===== config.mk =====
export PLATFORM = sky130hd
export DESIGN_NAME = sadf_queue
export DESIGN_NICKNAME = d
export VERILOG_FILES = /design/src/hdl/sadf_pkg.sv /design/src/hdl/sadf_queue.sv
export SDC_FILE = /design/constraint.sdc
export NUM_CORES = 1
export LEC_CHECK = 0
export BUFFER_PORTS_ARGS = -buffer_cell sky130_fd_sc_hd__buf_4
export CAP_MARGIN = 10
export CORE_MARGIN = 1.5
export CORE_UTILIZATION = 57
export DETAILED_ROUTE_END_ITERATION = 7
export PLACE_DENSITY = 0.76
export SETUP_SLACK_MARGIN = 0.3
export SLEW_MARGIN = 5
export SYNTH_ARGS = -nofsm -noshare
export SYNTH_HDL_FRONTEND = slang
export SYNTH_SLANG_ARGS = --single-unit

===== constraint.sdc =====
create_clock -name clk_i -period 5.1 [get_ports clk_i]
set_input_delay 0 -clock clk_i [delete_from_list [all_inputs] [get_ports clk_i]]
set_output_delay 0 -clock clk_i [all_outputs]
set_load 0.01 [all_outputs]

===== src/hdl/sadf_pkg.sv =====
// Shared types and constants for the server address list deframer.
// No dependencies; every other file imports this package.
package sadf_pkg;

  // parse phase codes
  localparam logic [2:0] PH_HEADER  = 3'd0;
  localparam logic [2:0] PH_PREFIX  = 3'd1;
  localparam logic [2:0] PH_ADDR    = 3'd2;
  localparam logic [2:0] PH_PORT_LO = 3'd3;
  localparam logic [2:0] PH_PORT_HI = 3'd4;
  localparam logic [2:0] PH_IGNORE  = 3'd5;

  localparam int unsigned CountW = 7;

  localparam logic [7:0] PREFIX_V4 = 8'h5C;  // backslash
  localparam logic [7:0] PREFIX_V6 = 8'h2F;  // slash
  localparam logic [CountW-1:0] V4_BYTES = CountW'(4);
  localparam logic [CountW-1:0] V6_BYTES = CountW'(16);

  typedef enum logic [2:0] {
    KIND_ADDRESS   = 3'd0,
    KIND_DONE      = 3'd1,
    KIND_ZERO_PORT = 3'd2,
    KIND_BAD_PREFIX = 3'd3,
    KIND_TRUNCATED = 3'd4,
    KIND_HDR_SHORT = 3'd5
  } kind_e;

  // queue depth between front and back
  localparam int unsigned QueueDepth = 4;
  localparam int unsigned QPtrW      = $clog2(QueueDepth);

  // one queue entry: an optional record followed by an optional status
  typedef struct packed {
    logic        rec;
    logic        is_ipv6;
    logic [63:0] addr_hi;
    logic [63:0] addr_lo;
    logic [15:0] port;
    logic        stat;
    kind_e       stat_kind;
  } entry_t;

  typedef struct packed {
    logic   valid;
    entry_t entry;
  } push_t;

endpackage


===== src/hdl/sadf_queue.sv =====
// Short FIFO of record/status entries between front and back.
// Depends on sadf_pkg.
module sadf_queue import sadf_pkg::*; (
  input  logic   clk_i,
  input  logic   rst_ni,
  input  push_t  push_i,
  input  logic   pop_i,
  output entry_t head_o,
  output logic   empty_o,
  output logic   full_o
);

  entry_t          mem_q [QueueDepth];
  logic [QPtrW-1:0] wr_ptr_q, rd_ptr_q;
  logic [QPtrW:0]   count_q;

  assign empty_o = (count_q == '0);
  assign full_o  = (count_q == (QPtrW+1)'(QueueDepth));
  assign head_o  = mem_q[rd_ptr_q];

  always_ff @(posedge clk_i) begin
    if (push_i.valid) mem_q[wr_ptr_q] <= push_i.entry;
  end

  always_ff @(posedge clk_i or negedge rst_ni) begin
    if (!rst_ni) begin
      wr_ptr_q <= '0;
      rd_ptr_q <= '0;
      count_q  <= '0;
    end else begin
      if (push_i.valid) wr_ptr_q <= wr_ptr_q + QPtrW'(1);
      if (pop_i)        rd_ptr_q <= rd_ptr_q + QPtrW'(1);
      unique case ({push_i.valid, pop_i})
        2'b10:   count_q <= count_q + (QPtrW+1)'(1);
        2'b01:   count_q <= count_q - (QPtrW+1)'(1);
        default: count_q <= count_q;
      endcase
    end
  end

endmodule


# After elaboration in Yosys (flattened, before gate mapping)
# Memories as Yosys holds them, arrays and structs flattened.
# Index checks and enable logic that the tools add are counted.
[word_totals] regBits=7 ramBits=600 output_inout_bits=152 word_cells=16 mem_count=1
[classes] n_addsub=4 n_eq_ne=3 mux=3 n_reduce_logical=2
[mem_list] name="mem_q" words=4 width=150 read_ports=1 rd_clocked_by_memory_dff=0 wr=1 line="sadf_queue.sv:13" text="entry_t mem_q [QueueDepth];"
[op_table] op="$pmux 3 s2" count=1
[op_table] op="$add 2x1->2 const B" count=2
[op_table] op="$add 3x1->3 const B" count=1
[op_table] op="$eq 3x3->1 const B" count=1
[op_table] op="$logic_not 3->1" count=1
[op_table] op="$sub 3x1->3 const B" count=1
[op_table] op="$eq 2x1->1 const B" count=1
[op_table] op="$eq 2x2->1 const B" count=1
[op_table] op="$mux 1" count=2
[op_table] op="$reduce_bool 2->1" count=1

# Longest topological paths before layout
# Gate-level depths: netlist of the first run.
[depth] ltp_word=2 ltp_mapped=7

# Least setup slack after synthesis of the first run
# OpenSTA, ideal clock, no wires.
[synth_timing] kind="register to register" startpoint="reg wr_ptr_q[0]" endpoint="mem mem_q[0][0] (netlist name), enable pin" arrival_time_ns=4.051 path_slack_ns=0.522 path_stages_with_launch=4 period_less_slack_ns=4.578 path_cell_list="dfrtp_1 -> inv_1 -> ha_1 -> and2_1"
[synth_lines] item="start, declared" line="sadf_queue.sv:14" text="logic [QPtrW-1:0] wr_ptr_q, rd_ptr_q;"
[synth_lines] item="start signal, assigned" line="sadf_queue.sv:31" text="if (push_i.valid) wr_ptr_q <= wr_ptr_q + QPtrW'(1);"
[synth_lines] item="end, declared" line="sadf_queue.sv:13"
# Straight into the memory's write port.

==> results of run 1 <==
==> state kept, by name, summed over array words and instances, names as in the netlist <==
name,cells
mem_q,600
count_q,3
rd_ptr_q,2
wr_ptr_q,2
==> placed cells by master, fill, tap and decap left out, types with 2 or more instances in the layout <==
master | netlist | layout
xor2_1 | 4 | 4
ha_1 | 5 | 5
buf_4 | 0 | 309
clkbuf_1 | 6 | 9
buf_12 | 0 | 7
inv_1 | 6 | 6
diode_2 | 0 | 6
mux4_2 | 150 | 150
bufinv_16 | 0 | 4
clkinv_2 | 0 | 11
xnor2_1 | 2 | 2
and2_4 | 0 | 4
clkbuf_16 | 0 | 59
nand2_1 | 3 | 3
o21ai_0 | 2 | 2
dfrtp_4 | 0 | 2
dlygate4sd3_1 | 0 | 154
clkinv_1 | 0 | 20
dfrtp_1 | 7 | 5
clkinvlp_4 | 0 | 2
edfxtp_1 | 600 | 600
==> timing repair <==
item,in CTS,in global routing
hold buffers,154,0
endpoints found under the hold margin,614,0
setup buffers,0,0
==> final timing paths <==
check / startpoint / to / slack (ns) / cells after the start
setup / recovery: rd_ptr_q[1] / head_o[83] / 2.21 / 3
hold / removal: push_i[29] / mem_q[2][29] / 0.15 / 2
setup reg to reg: wr_ptr_q[0] / mem_q[2][50] / 2.75 / 4
hold reg to reg: count_q[2] / count_q[2] / 0.50 / 1
max in group asynchronous: rst_ni / rd_ptr_q[0] / 4.44 / 3
min in group asynchronous: rst_ni / count_q[2] / 0.39 / 3
==> final cells by class <==
type,count,area [sq um]
well taps,511,639
diodes,6,15.0
repair buffers,470,4000
clock buffers,68,1510
fillers,2055,9600
inverters,6,22.5
flip-flops and latches,607,18200
multi-input cells,174,3580
clock inverters,38,274
==> report_power, final <==
| part | internal, mW | switching (mW) | total, mW |
|---|---|---|---|
| logic | 2.44 | 2.37 | 4.81 |
| clock network | 2.30 | 1.73 | 4.03 |
| registers | 6.52 | 0.321 | 6.85 |
| total | 11.3 | 4.42 | 15.7 |
==> per-stage QoR <==
| stage | hold WS [ns] | power (mW) | util [%] |
|---|---|---|---|
| after floorplan | -0.296 | 9.72 | - |
| after global placement | -0.183 | 11.6 | 65.8 |
| after detailed placement | -0.181 | 11.7 | 65.8 |
| after CTS | 0.114 | 15.8 | 74.6 |
| after global routing | 0.124 | 16.3 | 74.6 |
| final | 0.146 | 15.7 | 74.6 |
==> metal layers <==
metal / track usage (%) / share of wire [%]
met3: 5.86 / 7.5
met4: 8.21 / 3.0
met1: 28.0 / 38
met5: 0 / 0.028
met2: 37.3 / 51
==> worst register-to-register path: cells and delay by family, from the launching register on <==
kind                       cells  cell delay (ns)
DFF                            1             0.42
adders and majority gates      1             0.16
buffers and inverters          2             0.63
and+or+nand+nor                1             0.76
==> logic make-up (layout without fill, tap and decap cells) <==
| family | Yosys count | count (layout) |
|---|---|---|
| flops | 607 | 607 |
| mux | 150 | 150 |
| buf+inv | 40 | 582 |
| simple gates | 10 | 10 |
| fa+ha+maj | 6 | 6 |
| xor+xnor | 6 | 6 |
| compound gates | 2 | 2 |
| other cells | 0 | 6 |
==> synthesized netlist by cell type, drive strengths merged <==
cell	count
dfrtp	7
xnor2	2
clkbuf	6
o21ai	2
fa	1
and3	1
and2	4
edfxtp	600
nand2	3
mux4	150
buf	28
nor2	1
xor2	4
inv	6
nor3	1
ha	5
==> flow_metrics.env, run 1 <==
export IMPL_setup_violations=0
export IMPL_path_buf_inv=2
export IMPL_cts_htree_levels=2
export IMPL_routabilityCongestion=0.705
export IMPL_max_stage_delay_ns=1.06
export IMPL_min_path_type="input port to register"
export IMPL_worst_pin_slew_ns=1.00
export IMPL_synth_adder_area_share_pct=0.375
export IMPL_syn_to_final_growth_pct=28.3
export IMPL_core_area_sq_mm=0.0378
export IMPL_remaining_drc_errors=0
export IMPL_wl_per_cell_um=23.1
export IMPL_ctsResizeCount=0
export IMPL_finalWorstSetupSlack_ns=2.21
export IMPL_cts_root_buf="clkbuf_16"
export IMPL_synthesis_area_sq_mm=0.0220
export IMPL_fin_cells=1880
export IMPL_finClkSkew_ns=0.0134
export IMPL_required_ns=5.10
export IMPL_die_h_um=200
export IMPL_routed_wl_um=43400
export IMPL_start_util_pct=58.2
export IMPL_yosysTopAreaCell="edfxtp_1"
export IMPL_yosys_area_share_xor_xnor_pct=0.239
export IMPL_antenna_found_initial=7
export IMPL_vias=10394
export IMPL_clk_insertion_delay_late_ns=0.60
export IMPL_cp_start_kind="register"
export IMPL_rsz0062_at_grt="no"
export IMPL_fin_crit_sh_pct=56.7
export IMPL_setup_tns_ns=0
export IMPL_synthMuxAreaShare_pct=15.3
export IMPL_place_area_sq_mm=0.0249
export IMPL_grt_pass1_vias=11301
export IMPL_globalRouteOverflowTotal=0
export IMPL_dp_cells=1614
export IMPL_drt_iter0_markers=451
export IMPL_numPortBuffers=305
export IMPL_max_cap_viol_count=0
export IMPL_vdd_drop_max_v=0.000483
export IMPL_die_area_sq_mm=0.0398
export IMPL_synth_cell_type_count=17
export IMPL_syn_avg_cell_area_sq_um=26.8
export IMPL_clk_path_buf_depth=3
export IMPL_grt_usage_pct=22.2
export IMPL_rows=71
export IMPL_worstPathMaxFanout=89
export IMPL_place_hpwl_um=23500
export IMPL_synth_top_family_by_area="multiplexers"
export IMPL_synthTopCellsByArea="edfxtp_1 (82%), mux4_2 (15%), dfrtp_1 (0.80%), buf_6 (0.51%), buf_2 (0.41%)"
export IMPL_seq_area_frac_synth_pct=82.6
export IMPL_synth_compound_area_share_pct=0.0455
export IMPL_period_minus_slack_ns=2.89
export IMPL_grt_pass1_wl_um=64900
export IMPL_arrival_ns=2.89
export IMPL_ant_nets=0
export IMPL_power_density_mw_per_mm2=555
export IMPL_design_area_sq_mm=0.0282
export IMPL_drive_gt1_share_pct=40.3
export IMPL_drv_slew=0
export IMPL_pin_count=306
export IMPL_numCtsBuffers=57
export IMPL_synth_top_area_share_pct=81.8
export IMPL_synth_warnings=0
export IMPL_routed_via_density=5.53
export IMPL_leakage_nw=9.74
export IMPL_slowest_stage="dfrtp_4"
export IMPL_pre_cts_ws_ns=2.71
export IMPL_synth_cells=821
export IMPL_grt_max_degree=90
export IMPL_synth_seq_cells=607
export IMPL_syn_nets=981
export IMPL_slew_headroom_pct=33.1
export IMPL_cp_top_family="flip-flops"
export IMPL_clock_sinks=607
export IMPL_status="complete, no violations"
export IMPL_crit_chain="buf_12 -> mux4_2 -> buf_4"
export IMPL_path_clk_slew_ns=0.06
export IMPL_die_x_um=200
export IMPL_synthSimpleGateAreaFrac_pct=0.233
export IMPL_critPathKind="register to output pin"
export IMPL_cp_end_kind="output pin"
export IMPL_dr_pass1_iters=5
export IMPL_nets=1476
export IMPL_hold_violations=0
export IMPL_cts_tree="yes"
export IMPL_fmax_ghz=0.346
Power figures use the tool's default switching activity.
==> run 2: changes to the inputs <==
--- a/config.mk
+++ b/config.mk
@@ -8,9 +8,9 @@
 export BUFFER_PORTS_ARGS = -buffer_cell sky130_fd_sc_hd__buf_4
 export CAP_MARGIN = 10
 export CORE_MARGIN = 1.5
-export CORE_UTILIZATION = 57
+export CORE_UTILIZATION = 51
 export DETAILED_ROUTE_END_ITERATION = 7
-export PLACE_DENSITY = 0.76
+export PLACE_DENSITY = 0.72
 export SETUP_SLACK_MARGIN = 0.3
 export SLEW_MARGIN = 5
 export SYNTH_ARGS = -nofsm -noshare
==> constraint.sdc (replaced) <==
create_clock -name clk_i -period 2.5 [get_ports clk_i]
set_input_delay 0 -clock clk_i [delete_from_list [all_inputs] [get_ports clk_i]]
set_output_delay 0 -clock clk_i [all_outputs]
set_load 0.01 [all_outputs]
==> run 2 against run 1 <==
Effect of this change: final cell count increased by 2.5%; routed wire length increased by 4.5%; total power increased by 110%; core utilization decreased by 5.9 points; clock skew increased by 0.0064 ns; critical path depth increased by 2; cell area increased by 2.8%; sequential power increased by 100%; sequential share of layout area decreased by 1.7 points; global-route usage decreased by 1.8 points; non-clock buffer count increased by 23; register-to-register slack got worse by 2.0 ns; critical path type unchanged; critical endpoint is now head_o[11].
==> flow_metrics.env, run 2 (same netlist as run 1, synthesis figures left out) <==
export IMPL_dr_pass1_iters=4
export IMPL_use_met2_pct=34.4
export IMPL_r2r_cells=4
export IMPL_fin_crit_sh_pct=88.4
export IMPL_grt_pass1_wl_um=67200
export IMPL_antenna_found_initial=3
export IMPL_critPathKind="register to output pin"
export IMPL_globalRouteOverflowTotal=0
export IMPL_worst_pin_slew_ns=0.709
export IMPL_grt_max_degree=96
export IMPL_die_x_um=211
export IMPL_dp_cells=1649
export IMPL_grt_use_met1_pct=26.8
export IMPL_vias=10524
export IMPL_cts_tree="yes"
export IMPL_grt_usage_pct=20.4
export IMPL_place_hpwl_um=24300
export IMPL_max_cap_viol_count=0
export IMPL_clock_sinks=607
export IMPL_finalWorstSetupSlack_ns=0.289
export IMPL_clk_path_buf_depth=3
export IMPL_die_area_sq_mm=0.0444
export IMPL_worstPathMaxFanout=8
export IMPL_fmax_ghz=0.452
export IMPL_leakage_nw=10.1
export IMPL_design_area_sq_mm=0.0290
export IMPL_cp_end_kind="output pin"
export IMPL_grt_busiest_layer="met2"
export IMPL_final_cell_mix="edfxtp_1 (600), buf_4 (267), dlygate4sd3_1 (154), mux4_2 (150), clkbuf_16 (66)"
export IMPL_grt_pass1_vias=11442
export IMPL_setup_violations=0
export IMPL_slew_headroom_pct=52.8
export IMPL_ff2ff_setup_slack_ns=0.75
export IMPL_regMostFlops="mem_q"
export IMPL_routed_via_density=5.46
export IMPL_path_clk_slew_ns=0.06
export IMPL_drive_gt1_share_pct=40.8
export IMPL_fin_cells=1927
export IMPL_numPortBuffers=305
export IMPL_cts_htree_levels=2
export IMPL_arrival_ns=2.21
export IMPL_status="complete, no violations"
export IMPL_routabilityCongestion=0.718
export IMPL_die_h_um=211
export IMPL_power_mw=33.7
export IMPL_r2r_end="mem_q[1][7]"
export IMPL_clk_insertion_delay_late_ns=0.60
export IMPL_layout_commonest_cell="edfxtp_1"
export IMPL_numCtsBuffers=58
export IMPL_hold_depth=2
export IMPL_rows=75
export IMPL_routed_wl_um=45400
export IMPL_rsz0062_at_grt="yes"
export IMPL_place_area_sq_mm=0.0251
export IMPL_vdd_drop_max_v=0.000762
export IMPL_final_util_pct=68.7
export IMPL_nets=1500
export IMPL_setup_tns_ns=0
export IMPL_remaining_drc_errors=0
export IMPL_wl_per_cell_um=23.5
export IMPL_drv_slew=0
export IMPL_power_density_mw_per_mm2=1160
export IMPL_ant_nets=0
export IMPL_cts_root_buf="clkbuf_16"
export IMPL_whs_ns=0.147
export IMPL_hold_end="mem_q[2][126]"
export IMPL_use_met3_pct=4.73
export IMPL_required_ns=2.50
export IMPL_drt_iter0_markers=642
export IMPL_syn_to_final_growth_pct=31.9
export IMPL_min_path_type="input port to register"
export IMPL_finClkSkew_ns=0.0198
export IMPL_pin_count=306
export IMPL_period_minus_slack_ns=2.21
export IMPL_cp_start_kind="register"
export IMPL_reg_top3="mem_q x600, count_q x3"
export IMPL_pre_cts_ws_ns=0.723
export IMPL_start_util_pct=52.1
export IMPL_hold_violations=0
export IMPL_hold_start="push_i[126]"
export IMPL_largest_register_ffs=600
export IMPL_regToRegStartpoint="wr_ptr_q[1]"
export IMPL_core_area_sq_mm=0.0422
## run 2: cell types whose count changed in the layout (fill, tap and decap cells not counted), moves of 2 or more
| cell | previous run | this run |
|---|---|---|
| buf_4 | 309 | 267 |
| buf_16 | 0 | 7 |
| clkbuf_1 | 9 | 23 |
| clkinv_2 | 11 | 3 |
| buf_12 | 7 | 17 |
| clkinv_1 | 20 | 12 |
| clkbuf_16 | 59 | 66 |
| diode_2 | 6 | 3 |
| clkinvlp_4 | 2 | 0 |
| buf_6 | 0 | 42 |
## run 2: how the worst max path moves through the flow
stage                     start  cells after the start            to
floorplan           wr_ptr_q[0]                      3   mem_q[2][0]
global placement    rd_ptr_q[0]                      3    head_o[53]
detailed placement  wr_ptr_q[1]                      4  mem_q[1][57]
CTS                 rd_ptr_q[0]                      4   head_o[135]
global route        rd_ptr_q[0]                      3   head_o[128]
finish              rd_ptr_q[0]                      5    head_o[11]
## run 2: worst max-delay path, stage by stage (launching register included)
cell	delay, ns
dfrtp_4	0.50
buf_12	0.19
buf_12	0.12
buf_16	0.14
mux4_2	0.52
buf_6	0.14
## run 2: final cells by class
cell class / count / area, sq um
Inverter: 6 / 22.5
Tap cell: 539 / 674
Clock buffer: 84 / 1610
Sequential cell: 607 / 18200
Multi-Input combinational cell: 174 / 3580
Clock inverter: 21 / 219
Fill cell: 2529 / 13200
Timing Repair Buffer: 493 / 4710
Antenna cell: 3 / 7.51
## run 2: layer usage
layer / routed length (um) / share of wire, %
met5: 0 / 0
met4: 923 / 2.0
met3: 3050 / 6.7
met2: 22600 / 50
met1: 18800 / 41
## run 2: repair_timing
| action | CTS | global route |
|---|---|---|
| endpoints found under the hold margin | 614 | 0 |
| endpoints found under the setup margin | 120 | 149 |
| hold buffers | 154 | 0 |
| gates cloned | 5 | 6 |
| resized for setup | 10 | 38 |
| setup buffers | 5 | 0 |
## run 2: report_power, final
part	leakage (nW)	total, mW	internal [mW]	switching, mW
registers	5.59	13.7	13.3	0.427
logic	3.58	11.5	6.00	5.49
clock network	0.884	8.45	4.96	3.49
total	10.1	33.7	24.3	9.40
==> run 3: changes to the inputs <==
--- a/config.mk
+++ b/config.mk
@@ -7,7 +7,7 @@
 export LEC_CHECK = 0
 export BUFFER_PORTS_ARGS = -buffer_cell sky130_fd_sc_hd__buf_4
 export CAP_MARGIN = 10
-export CORE_MARGIN = 1.5
+export CORE_MARGIN = 2
 export CORE_UTILIZATION = 51
 export DETAILED_ROUTE_END_ITERATION = 7
 export PLACE_DENSITY = 0.72
==> run 3 against run 2 <==
Effect of this change: sequential power is essentially flat; worst hold slack worse by 0.0097 ns; maximum frequency fell by 0.78%; flip-flop and latch count unchanged; via count increased by 1.7%; setup slack worse by 0.017 ns; final cell count increased by 4.1%; core utilization up 0.50 points; total power is 3.6% higher; count of clock-buffer cells in the layout shrank 11; highest routed layer unchanged.
==> flow_metrics.env, run 3 (same netlist as run 1, synthesis figures left out) <==
export IMPL_whs_ns=0.137
export IMPL_pin_count=306
export IMPL_routed_wl_um=46100
export IMPL_dp_cells=1720
export IMPL_max_cap_viol_count=0
export IMPL_clock_sinks=607
export IMPL_routabilityCongestion=0.735
export IMPL_wl_met3_um=2720
export IMPL_required_ns=2.50
export IMPL_place_area_sq_mm=0.0255
export IMPL_setup_violations=0
export IMPL_vdd_drop_max_v=0.000833
export IMPL_worstPathMaxFanout=6
export IMPL_vias=10703
export IMPL_nets=1529
export IMPL_finalWorstSetupSlack_ns=0.272
export IMPL_largest_register_ffs=600
export IMPL_start_util_pct=51.3
export IMPL_grt_usage_pct=20.1
export IMPL_fmax_ghz=0.449
export IMPL_wl_met1_um=18100
export IMPL_dr_pass1_iters=4
export IMPL_dr_wl_met2_um=24100
export IMPL_final_cell_mix="edfxtp_1 (600), buf_4 (268), dlygate4sd3_1 (154), mux4_2 (150), clkbuf_16 (66)"
export IMPL_power_density_mw_per_mm2=1170
export IMPL_drt_iter0_markers=597
export IMPL_regMostFlops="mem_q"
export IMPL_status="complete, no violations"
export IMPL_min_path_type="input port to register"
export IMPL_die_area_sq_mm=0.0448
export IMPL_routed_top_layer="met4"
export IMPL_hold_violations=0
export IMPL_ant_nets=0
export IMPL_drv_slew=0
export IMPL_rows=76
export IMPL_grt_max_degree=57
export IMPL_fin_cells=2006
export IMPL_layout_commonest_cell="edfxtp_1"
export IMPL_place_hpwl_um=26300
export IMPL_arrival_ns=2.23
export IMPL_slew_headroom_pct=63.0
export IMPL_pre_cts_ws_ns=0.636
export IMPL_core_area_sq_mm=0.0429
export IMPL_numCtsBuffers=58
export IMPL_drive_gt1_share_pct=42.9
export IMPL_final_util_pct=69.2
export IMPL_clk_path_buf_depth=3
export IMPL_critPathKind="register to output pin"
export IMPL_die_h_um=212
export IMPL_wl_per_cell_um=23.0
export IMPL_setup_tns_ns=0
export IMPL_path_clk_slew_ns=0.06
export IMPL_leakage_nw=10.4
export IMPL_fin_crit_sh_pct=89.1
export IMPL_grt_pass1_wl_um=66600
export IMPL_numPortBuffers=305
export IMPL_rsz0062_at_grt="yes"
export IMPL_grt_pass1_vias=11298
export IMPL_finClkSkew_ns=0.0194
export IMPL_cts_htree_levels=2
export IMPL_syn_to_final_growth_pct=34.9
export IMPL_period_minus_slack_ns=2.23
export IMPL_cp_start_kind="register"
export IMPL_cts_tree="yes"
export IMPL_die_x_um=212
export IMPL_antenna_found_initial=3
export IMPL_cp_end_kind="output pin"
export IMPL_clk_insertion_delay_late_ns=0.60
export IMPL_design_area_sq_mm=0.0297
export IMPL_cts_root_buf="clkbuf_16"
export IMPL_remaining_drc_errors=0
export IMPL_power_mw=34.9
export IMPL_reg_top3="mem_q x600, count_q x3"
export IMPL_routed_via_density=5.34
export IMPL_worst_pin_slew_ns=0.555
export IMPL_globalRouteOverflowTotal=0
-- run 3: cell types whose count changed in the layout (fill, tap and decap cells not counted) --
cell,before,now
buf_12,17,28
buf_16,7,9
buf_4,267,268
buf_6,42,57
buf_8,0,1
bufbuf_16,1,0
bufinv_16,5,10
clkbuf_1,23,12
clkinv_1,12,13
clkinv_2,3,8
clkinvlp_4,0,2
inv_8,0,2
-- run 3: power breakdown --
| group | switching (mW) | total [mW] | internal, mW |
|---|---|---|---|
| logic | 5.57 | 12.0 | 6.45 |
| registers | 0.474 | 13.8 | 13.3 |
| clock network | 3.61 | 9.09 | 5.48 |
| total | 9.65 | 34.9 | 25.2 |
-- run 3: metal layers --
metal / vias up / GRT usage (%)
met5: - / 0
met4: 0 / 7.04
met3: 83 / 4.75
met2: 336 / 34.3
met1: 5615 / 25.6
li1: 4669 / -
-- run 3: final timing paths --
check                      slack [ns]             to  cells after the start        start
setup reg to reg                 0.67  mem_q[2][111]                      4  wr_ptr_q[0]
hold reg to reg                  0.51     count_q[0]                      1   count_q[0]
setup / recovery                 0.27     head_o[40]                      5  rd_ptr_q[0]
min in group asynchronous        0.41    wr_ptr_q[1]                      3       rst_ni
hold / removal                   0.14   mem_q[2][14]                      2   push_i[14]
max in group asynchronous        1.79    rd_ptr_q[0]                      3       rst_ni
-- run 3: critical path: stages, from the launching register on --
cell and delay, ns:
dfrtp_4 0.45, buf_6 0.14, buf_12 0.17, buf_16 0.15, mux4_2 0.54, buf_6 0.15
-- run 3: what timing repair did --
action                                  4_1_cts  5_1_grt
hold buffers                                154        0
endpoints found under the hold margin       629        0
cloned                                        5        5
setup buffers                                10        0
resized for setup                            19       61
endpoints found under the setup margin      117      107
-- run 3: area by class of cell --
cell class / instances / area, sq um
clock buffers: 73 / 1570
well taps: 585 / 732
repair buffers: 522 / 5140
clock inverters: 36 / 435
flip-flops and latches: 607 / 18200
inverters: 6 / 22.5
diodes: 3 / 7.51
fillers: 2538 / 13200
multi-input cells: 174 / 3580
